File: config.mk
export PLATFORM = sky130hd
export DESIGN_NAME = frd_ctrl
export DESIGN_NICKNAME = d
export VERILOG_FILES = /design/src/design/frd_pkg.sv /design/src/design/frd_ctrl.sv
export SDC_FILE = /design/constraint.sdc
export NUM_CORES = 1
export LEC_CHECK = 0
export ABC_AREA = 1
export BUFFER_PORTS_ARGS = -buffer_cell sky130_fd_sc_hd__buf_2
export CAP_MARGIN = 20
export CORE_AREA = 2 2 39 41
export DETAILED_ROUTE_END_ITERATION = 10
export DIE_AREA = 0 0 41 43
export PLACE_DENSITY_LB_ADDON = 0.05
export SLEW_MARGIN = 10
export SYNTH_ARGS = -nofsm -noshare
export SYNTH_HDL_FRONTEND = slang
export SYNTH_SLANG_ARGS = --single-unit
File: constraint.sdc
create_clock -name clk -period 0.9 [get_ports clk]
set_clock_uncertainty 0.1 [all_clocks]
set_input_delay 0.225 -clock clk [delete_from_list [all_inputs] [get_ports clk]]
set_output_delay 0.225 -clock clk [all_outputs]
set_load 0.02 [all_outputs]
File: src/design/frd_pkg.sv
// ----------------------------------------------------------------------------
// frd_pkg: shared constants and types for the fragment reassembly deframer
// Holds sizes, status and opcode codes, the controller command struct, and
// the CRC-16 byte update.
// ----------------------------------------------------------------------------
package frd_pkg;

  localparam int FRAME_BUF_BYTES  = 2048;
  localparam int MAX_FRAGMENTS    = 16;
  localparam int MAX_PACKET_BYTES = 255;

  localparam int BUF_AW   = $clog2(FRAME_BUF_BYTES);
  localparam int LEN_W    = BUF_AW + 1;
  localparam int STAGE_AW = 8;
  localparam int HDR_LEN  = 11;
  localparam int OVERHEAD = 13;
  localparam int CNT_W    = 9;
  localparam int CNT_SAT  = 511;

  localparam logic [2:0] ST_PENDING   = 3'd0;
  localparam logic [2:0] ST_COMPLETE  = 3'd1;
  localparam logic [2:0] ST_SIZE      = 3'd2;
  localparam logic [2:0] ST_IDENTITY  = 3'd3;
  localparam logic [2:0] ST_CHECKSUM  = 3'd4;
  localparam logic [2:0] ST_DUPLICATE = 3'd5;
  localparam logic [2:0] ST_READ      = 3'd6;

  localparam logic OP_BYTE = 1'b0;
  localparam logic OP_READ = 1'b1;

  localparam logic [1:0] REG_MAX_PAYLOAD = 2'd0;
  localparam logic [1:0] REG_MAGIC       = 2'd1;
  localparam logic [1:0] REG_VERSION     = 2'd2;
  localparam logic [1:0] REG_TYPE        = 2'd3;

  // Commands from the controller to the datapath.
  typedef struct packed {
    logic take_byte;   // absorb data_byte into header, stage and CRC
    logic check;       // evaluate the finished packet
    logic copy;        // move one staged byte into the frame buffer
    logic read;        // issue a frame buffer read
    logic finish;      // emit the packet verdict
    logic emit_read;   // emit the read result
  } frd_cmd_t;

  // Status from the datapath back to the controller.
  typedef struct packed {
    logic commit;      // checked packet is to be committed
    logic copy_done;   // last staged byte is being copied
  } frd_stat_t;

  function automatic logic [15:0] crc_byte(input logic [15:0] crc_in, input logic [7:0] b);
    logic [15:0] c;
    c = crc_in ^ {b, 8'h00};
    for (int k = 0; k < 8; k++) begin
      c = c[15] ? ({c[14:0], 1'b0} ^ 16'h1021) : {c[14:0], 1'b0};
    end
    return c;
  endfunction

endpackage

File: src/design/frd_ctrl.sv
// ----------------------------------------------------------------------------
// frd_ctrl: sequencing controller
// Accepts one command word at a time and steps the datapath through byte
// intake, packet check, payload copy and buffer read.
// ----------------------------------------------------------------------------
module frd_ctrl (
  input  logic               clk,
  input  logic               rst,
  input  logic               start,
  input  logic               opcode,
  input  logic               last_byte,
  input  frd_pkg::frd_stat_t stat,
  output logic               busy,
  output frd_pkg::frd_cmd_t  cmd
);

  localparam logic [2:0] S_IDLE  = 3'd0;
  localparam logic [2:0] S_CHECK = 3'd1;
  localparam logic [2:0] S_COPY  = 3'd2;
  localparam logic [2:0] S_DONE  = 3'd3;
  localparam logic [2:0] S_READ  = 3'd4;
  localparam logic [2:0] S_RDOUT = 3'd5;

  logic [2:0] state, state_next;
  logic       accept;

  assign accept = start && (state == S_IDLE);
  assign busy   = (state != S_IDLE);

  always_comb begin
    state_next = state;
    cmd        = '0;
    case (state)
      S_IDLE: begin
        if (start) begin
          if (opcode == frd_pkg::OP_READ) begin
            cmd.read   = 1'b1;
            state_next = S_RDOUT;
          end else begin
            cmd.take_byte = 1'b1;
            if (last_byte) state_next = S_CHECK;
          end
        end
      end
      S_CHECK: begin
        cmd.check  = 1'b1;
        state_next = S_COPY;
      end
      S_COPY: begin
        if (stat.commit && !stat.copy_done) begin
          cmd.copy = 1'b1;
        end else begin
          if (stat.commit) cmd.copy = 1'b1;
          state_next = S_DONE;
        end
      end
      S_DONE: begin
        cmd.finish = 1'b1;
        state_next = S_IDLE;
      end
      S_READ: state_next = S_RDOUT;
      S_RDOUT: begin
        cmd.emit_read = 1'b1;
        state_next    = S_IDLE;
      end
      default: state_next = S_IDLE;
    endcase
  end

  always_ff @(posedge clk) begin
    if (rst) state <= S_IDLE;
    else     state <= state_next;
  end

  assert property (@(posedge clk) disable iff (rst) accept |=> !busy || $past(opcode) ||
                   $past(last_byte))
    else $error("busy after a plain packet byte");
  assert property (@(posedge clk) disable iff (rst) cmd.finish |=> !busy)
    else $error("controller did not return to idle after a verdict");
  assert property (@(posedge clk) disable iff (rst) !(cmd.finish && cmd.emit_read))
    else $error("two results in one cycle");

endmodule

==> results of run 1 <==
## final cells by class
class                   instances  area share
clock buffers                   4      0.0475
inverters                       6      0.0498
multi-input cells              26       0.353
flip-flops and latches          3       0.120
well taps                      16      0.0362
repair buffers                 28       0.394
## cells in the mapped netlist
cell type / number
nor2_1: 11
nand2_1: 5
inv_1: 4
dfxtp_1: 3
nand2_2: 3
inv_2: 2
a21oi_1: 1
nand3_1: 1
nand3_2: 1
nand3b_1: 1
nor2_2: 1
nor3_1: 1
o21ai_0: 1
## placed cells by master, fill, tap and decap left out, types with 3 or more instances in the layout
cell type / n
buf_2: 6
buf_4: 16
buf_6: 6
clkbuf_4: 3
nand2_2: 4
nor2_1: 5
nor2_4: 6
## per-layer routing
layer | part of all wire | vias to the layer above | global-route usage
met5 | 0 | - | 0
met4 | 0 | 0 | 0.0600
met3 | 0.057 | 0 | 0.0471
met2 | 0.56 | 10 | 0.119
met1 | 0.38 | 154 | 0.0997
li1 | - | 173 | -
## cells by family after synthesis
family          share of synthesized area
simple gates                        0.549
buf+inv                             0.110
flops                               0.293
compound gates                     0.0487
## worst max-delay path: cells and delay by family, from the launching register on
family                 cells  cell delay, ns
AND/OR/NAND/NOR            4            0.35
flip-flops                 1            0.33
buffers and inverters      2            0.19
## power by group
part           internal (mW)  switching [mW]  total (mW)  leakage [nW]
Combinational          0.368           0.331       0.699         0.222
Sequential             0.165          0.0327       0.198        0.0261
Clock                  0.166          0.0685       0.235        0.0150
## worst paths after layout
check                   to  cells after the start
setup / recovery    cmd[5]                      6
hold / removal    state[2]                      2
setup reg to reg  state[1]                      9
hold reg to reg   state[0]                      3
## what timing repair did
item	4_1_cts	5_1_grt
endpoints found under the hold margin	0	0
endpoints found under the setup margin	10	10
setup buffers	3	2
pin swaps	3	5
resized for setup	18	7
cloned	0	0
## metrics by stage
step,hold WS [ns],setup TNS [ns]
finish,0.0710,-4.19
floorplan,0.189,-1.40
global placement,0.309,-2.36
global route,0.0695,-4.79
CTS,0.0614,-4.25
detailed placement,0.312,-2.38
==> results_dict.tcl, run 1 <==
set metrics [dict create \
    multi_input_area_um2 195 \
    post-route-cell-area_um2 553 \
    cts_tree "built" \
    grt_pass1_vias 267 \
    critPathMaxFanout 4 \
    cpMostUsedCell "nor2_4" \
    holdCritStartpoint "rst" \
    grt_max_degree 6 \
    violations "negative setup slack" \
    synth_seq_area_share 0.293 \
    outcome "complete, but fails checks" \
    first_iter_violations 4 \
    syn-mean-instance-area_um2 5.86 \
    synth.top_cell.area_share 0.293 \
    clock.fmax_ghz 0.704 \
    cts_htree_levels 1 \
    antenna_found_initial 0 \
    regArea_um2 66.3 \
    cts-root-buf "clkbuf_4" \
    grt_use_total 0.0873 \
    dpl_cell_area_um2 415 \
    areaGrowthSynthToFinish_pct 170 \
    drive_gt1_frac 0.806 \
    reg_top3 "state (3)" \
    viasPerCell 4.06 \
    globalRouteOverflowTotal 0 \
    path_class "register to primary output" \
    slew_violations 0 \
    fillCellCount 155 \
    synth.distinct_cells 13 \
    drcViolationCount 0 \
    die_area_um2 1760 \
    cts_max_path_buffers 2 \
    critical_path_required_ns 0.57 \
    synth_area_leaders "dfxtp_1, nor2_1, nand2_1" \
    worst_pin_slew_ns 0.201 \
    die_y_um 43 \
    slowest_stage "dfxtp_2" \
    clock_latency_ns 0.23 \
    numPortBuffers 13 \
    maxCapViolCount 0 \
    endpoint_kind "primary output" \
    clkSlewWorstSetupHoldPaths_ns 0.04 \
    gp_congestion 0.754 \
    cp.arrival_ns 1.10 \
    setup-violations-final 10 \
    worst_slack_ns -0.521 \
    postCtsHoldBufs 0 \
    diodes 0 \
    peakVddDrop_mv 0.715 \
    grt_pass1_wl_um 993 \
    synth_area_um2 205 \
    cts.sinks 3 \
    power_mw 1.13 \
    netlist_instances 35 \
    min_period_ns 1.42 \
    synth_top_area_cell "dfxtp_1" \
    start_util 0.148 \
    coreArea_um2 1380 \
    place_ws_ns -0.357 \
    fin_util 0.400 \
    hpwl_um 531 \
    ys_warn_count 0 \
    grt_setup_unrepaired "true" \
    placed_cells 74 \
    finalCritPeriodShare 1.58 \
    fin_nets 75 \
    rows 14 \
    via_count 337 \
    critPathLaunchType "register" \
    r2r_slack_ns -0.39 \
    largest_register "state" \
    largest_register_ffs 3 \
    io_pins 14 \
    hold_violations 0 \
    synth_nets 42 \
    maxSlewHeadroom 0.865 \
    wire_per_inst_um 8.30 \
    firstDrtPassIters 2 \
    rr_startpoint "state[1]" \
    power_density_nw_per_um2 2050 \
    layout.cells.non_filler 83 \
    cts_inserted_buffers 3 \
    leakage_nw 0.263 \
    slowest_delay_ns 0.33 \
    startpoint "state[1]" \
    finalWirelength_um 689 \
    ant_nets 0 \
    ys_ff_latch 3 \
    min_path_type "input pin to register" \
    crit_chain "inv_4, nand2_4, nor2_4, nand2_2, nor2_4, buf_6" \
    die_x_um 41 \
]
No activity file was read; power rests on OpenSTA's default activity.
==> run 2: changes to the inputs <==
--- a/config.mk
+++ b/config.mk
@@ -5,7 +5,6 @@
 export SDC_FILE = /design/constraint.sdc
 export NUM_CORES = 1
 export LEC_CHECK = 0
-export ABC_AREA = 1
 export BUFFER_PORTS_ARGS = -buffer_cell sky130_fd_sc_hd__buf_2
 export CAP_MARGIN = 20
 export CORE_AREA = 2 2 39 41
==> results_dict.tcl, run 2 <==
set metrics [dict create \
    largest_register_ffs 3 \
    ant_nets 0 \
    numPortBuffers 13 \
    die_y_um 43 \
    cts.sinks 3 \
    netlist_instances 23 \
    combPwrFrac 0.489 \
    slew_violations 0 \
    rr_startpoint "state[1]" \
    gp_congestion 0.659 \
    die_x_um 41 \
    cts-root-buf "clkbuf_4" \
    setup-violations-final 10 \
    worst_slack_ns -0.704 \
    first_iter_violations 0 \
    maxSlewHeadroom 0.840 \
    drcViolationCount 0 \
    grt_use_total 0.101 \
    placed_cells 58 \
    largest_register "state" \
    clkSlewWorstSetupHoldPaths_ns 0.04 \
    path_class "register to primary output" \
    viasPerCell 3.98 \
    drive_gt1_frac 0.816 \
    firstDrtPassIters 1 \
    critPathLaunchType "register" \
    ys_warn_count 0 \
    grt_pass1_wl_mm 1.15 \
    cts_inserted_buffers 3 \
    synth_top_family_by_area "simple AND/OR/NAND/NOR gates" \
    io_pins 14 \
    whs_path_depth 4 \
    setup_tns_ns -4.24 \
    rows 14 \
    peakVddDrop_mv 0.419 \
    cts_tree "built" \
    fin_nets 57 \
    grt_pass1_vias 284 \
    r2r_slack_ns -0.25 \
    synth_nets 30 \
    reg_top3 "state (3)" \
    place_ws_ns -0.473 \
    post-route-cell-area_um2 467 \
    synth_xor_area_frac 0.0452 \
    ys_ff_latch 3 \
    holdPathEnd "state[0]" \
    critical_path_required_ns 0.57 \
    synth_ff_type "dfxtp_1" \
    grt_max_degree 8 \
    synth.distinct_cells 16 \
    worst_pin_slew_ns 0.240 \
    min_path_type "input pin to register" \
    antenna_found_initial 0 \
    r2r-end "state[0]" \
    power_mw 0.795 \
    seqPwrFrac 0.211 \
    power_frac_clock 0.300 \
    async_reset_ff_frac 0 \
    layout.cells.non_filler 65 \
    clock_latency_ns 0.23 \
    yosys-top-cells-count "dfxtp_1, nand2_1, nor2_1" \
    synth_area_leaders "dfxtp_1, nor3b_2, buf_6" \
    clock.fmax_ghz 0.623 \
    synth_edf_count 0 \
    synth.top_cell.area_share 0.310 \
    reg2reg_depth 5 \
    coreArea_um2 1380 \
    cp.arrival_ns 1.28 \
    power_density_nw_per_um2 1700 \
    synthMuxAreaShare 0 \
    min_period_ns 1.60 \
    wire_per_inst_um 10.3 \
    synth_fa_ha_area_frac 0 \
    outcome "complete, but fails checks" \
    holdCritStartpoint "rst" \
    leakage_nw 0.210 \
    grt_setup_unrepaired "true" \
    synth_seq_area_share 0.310 \
    areaGrowthSynthToFinish_pct 141 \
    whs_ns 0.175 \
    cts_htree_levels 1 \
    fin_util 0.337 \
    maxCapViolCount 0 \
    synth_compound_area_frac 0.116 \
    synth_area_um2 194 \
    layout_common_cells "buf_2, buf_6, buf_4, clkbuf_4, dfxtp_2" \
    endpoint_kind "primary output" \
    violations "negative setup slack" \
    power.net_switching_mw 0.268 \
    hpwl_um 438 \
    finalWirelength_um 668 \
    dpl_cell_area_um2 332 \
    finalCritPeriodShare 1.78 \
    globalRouteOverflowTotal 0 \
    die_area_um2 1760 \
    p_sw_frac 0.337 \
    cts_max_path_buffers 2 \
    synth_top_area_cell "dfxtp_1" \
    via_count 259 \
    critPathMaxFanout 3 \
    p_int_mw 0.527 \
    synthSimpleGateAreaFrac 0.471 \
    hold_violations 0 \
    diodes 0 \
    syn-mean-instance-area_um2 8.43 \
    start_util 0.140 \
]
-- run 2: cell count changes after synthesis, sizes merged --
cell and change:
nor3b +1, a21oi +1, and3b +1, or3 +1, nor4bb +1, nor4 +1, buf +1, and2 +1
inv -6, nor2 -9, nand3 -2, a211oi +1, nand2 -5, xnor2 +1
-- run 2: final cells by class --
class	instances	area, µm²
tap	16	20.0
clock buffer	4	26.3
multi-input combinational	19	174
timing repair buffer	23	183
fill	154	917
sequential	3	63.8
-- run 2: routing by layer --
metal  track usage  wire, µm  vias up
met5             0         0        -
li1              -         -      133
met2         0.138       325       13
met3        0.0314        48        2
met4        0.0800        14        0
met1         0.125       279      111
-- run 2: critical path, stage by stage (launching register included) --
cell	delay [ns]
dfxtp_2	0.31
or3_4	0.41
nor3b_4	0.19
buf_6	0.14
-- run 2: cells by family (layout without fill, tap and decap cells) --
logic type,count (synthesis),count (layout)
buf+inv,1,27
compound gates,4,4
flops,3,3
simple gates,14,14
xor+xnor,1,1
-- run 2: power groups by stage --
| stage | combinational (mW) | sequential (mW) | clock, mW |
|---|---|---|---|
| 3_3_place_gp | 0.282 | 0.163 | 0 |
| 6_report | 0.389 | 0.168 | 0.238 |
| 3_5_place_dp | 0.284 | 0.163 | 0 |
| 4_1_cts | 0.365 | 0.165 | 0.245 |
| 2_1_floorplan | 0.170 | 0.173 | 0 |
| 5_1_grt | 0.425 | 0.171 | 0.259 |
-- run 2: timing repair --
action                                  CTS  global route
setup buffers                             2             1
endpoints found under the hold margin     0             0
endpoints found under the setup margin    9            10
hold buffers                              0             0
gates cloned                              0             0
pin swaps                                 5             3
gates resized for setup                  19             5
-- run 2: worst max-delay path by stage --
stage / startpoint / endpoint / slack, ns / cells past startpoint
after CTS: state[0] / cmd[5] / -0.70 / 3
after floorplan: state[1] / cmd[5] / -0.51 / 3
after global routing: state[0] / cmd[5] / -0.75 / 3
after detailed placement: state[2] / cmd[5] / -0.47 / 3
final: state[0] / cmd[5] / -0.70 / 3
after global placement: state[2] / cmd[5] / -0.46 / 3
==> run 3: changes to the inputs <==
--- a/config.mk
+++ b/config.mk
@@ -10,7 +10,6 @@
 export CORE_AREA = 2 2 39 41
 export DETAILED_ROUTE_END_ITERATION = 10
 export DIE_AREA = 0 0 41 43
-export PLACE_DENSITY_LB_ADDON = 0.05
 export SLEW_MARGIN = 10
 export SYNTH_ARGS = -nofsm -noshare
 export SYNTH_HDL_FRONTEND = slang
==> results_dict.tcl, run 3 (same netlist as run 2, synthesis figures left out) <==
set metrics [dict create \
    outcome "complete, but fails checks" \
    violations "negative setup slack" \
    power_mw 0.801 \
    die_area_um2 1760 \
    crit_chain "or3_4, nor3b_4, buf_6" \
    power_density_nw_per_um2 1710 \
    r2r_slack_ns -0.27 \
    slew_violations 0 \
    cts-root-buf "clkbuf_4" \
    first_iter_violations 0 \
    cts.sinks 3 \
    diodes 0 \
    place_ws_ns -0.467 \
    layout_common_cells "buf_6, buf_4, buf_2, clkbuf_4" \
    critPathLaunchType "register" \
    slowest_delay_ns 0.41 \
    fin_nets 57 \
    numPortBuffers 13 \
    grt_max_degree 9 \
    met2_length_um 303 \
    critical_path_required_ns 0.57 \
    cts_max_path_buffers 2 \
    hold_violations 0 \
    worst_slack_ns -0.693 \
    largest_register "state" \
    critPathMaxFanout 3 \
    layout.cells.non_filler 65 \
    cts_htree_levels 1 \
    finalCritPeriodShare 1.77 \
    rr_startpoint "state[2]" \
    gp_congestion 0.699 \
    drcViolationCount 0 \
    peakVddDrop_mv 0.509 \
    crit_cells 3 \
    grt_use_total 0.0812 \
    viasPerCell 4.05 \
    startpoint "state[1]" \
    path_class "register to primary output" \
    cp.arrival_ns 1.27 \
    clkSlewWorstSetupHoldPaths_ns 0.04 \
    endpoint_kind "primary output" \
    r2r-end "state[0]" \
    hpwl_um 369 \
    wire_per_inst_um 9.11 \
    cts_inserted_buffers 3 \
    finalWirelength_um 592 \
    whs_ns 0.172 \
    min_path_type "input pin to register" \
    setup-violations-final 9 \
    cts_tree "built" \
    worst_pin_slew_ns 0.223 \
    maxSlewHeadroom 0.850 \
    reg2reg_depth 6 \
    die_x_um 41 \
    placed_cells 58 \
    wl_met3_um 40 \
    io_pins 14 \
    top_layer "met3" \
    crit_family "simple AND/OR/NAND/NOR gates" \
    grt_setup_unrepaired "true" \
    areaGrowthSynthToFinish_pct 142 \
    reg_top3 "state (3)" \
    start_util 0.140 \
    drive_gt1_frac 0.796 \
    globalRouteOverflowTotal 0 \
    maxCapViolCount 0 \
    min_period_ns 1.59 \
    slowest_stage "or3_4" \
    via_count 263 \
    ant_nets 0 \
    die_y_um 43 \
    clock.fmax_ghz 0.628 \
    clock_latency_ns 0.23 \
    coreArea_um2 1380 \
    leakage_nw 0.208 \
    antenna_found_initial 0 \
    grt_pass1_vias 221 \
    endpoint "cmd[5]" \
    largest_register_ffs 3 \
    grt_pass1_wl_um 862 \
    path_buf_inv 1 \
    rows 14 \
    firstDrtPassIters 1 \
    postCtsHoldBufs 0 \
    m1WireLength_um 248 \
]
[run 3: cell count changes in the layout (fill, tap and decap cells not counted)]
cell and change:
buf_2 -1, nor4_2 +1, buf_4 +1, nor2_1 -1, nor2_2 +1, nor4bb_2 -1
nor4bb_4 +1, dfxtp_1 +2, nor4_4 -1, dfxtp_2 -2
[run 3: what timing repair did]
item                       4_1_cts  5_1_grt
setup endpoints to repair        9       10
buffers inserted                 2        1
resized for setup               16        8
pin swaps                        5        4
[run 3: worst min-delay path, cell delays in order]
cell    delay (ns)
buf_2         0.09
buf_4         0.11
nor4_2        0.03
[run 3: layout make-up]
cell class / instances / area [µm²]
well taps: 16 / 20.0
clock buffers: 4 / 26.3
repair buffers: 23 / 185
multi-input cells: 19 / 176
fillers: 148 / 915
flip-flops and latches: 3 / 61.3
[run 3: metal layers]
metal,track usage,up-vias
li1,-,133
met5,0,-
met4,0.100,0
met1,0.0831,120
met2,0.0969,10
met3,0.0471,0
[run 3: where the power goes]
group	total [mW]	internal (mW)	switching (mW)
combinational	0.405	0.223	0.183
sequential	0.163	0.153	0.0102
clock	0.233	0.166	0.0670
[run 3: how the worst min path moves through the flow]
stage | start | endpoint | depth (start not counted) | slack [ns]
after floorplan | rst | state[1] | 1 | 0.20
after global placement | rst | state[0] | 4 | 0.41
after detailed placement | rst | state[1] | 3 | 0.41
after CTS | rst | state[0] | 4 | 0.16
after global routing | rst | state[2] | 3 | 0.16
final | rst | state[2] | 3 | 0.17
[run 3: metrics by stage]
step	TNS [ns]	cell area [µm²]	utilization
3_3_place_gp	-2.24	332	0.240
4_1_cts	-4.14	428	0.309
2_1_floorplan	-2.15	205	-
5_1_grt	-4.77	469	0.339
3_5_place_dp	-2.30	332	0.240
6_report	-4.23	469	0.339
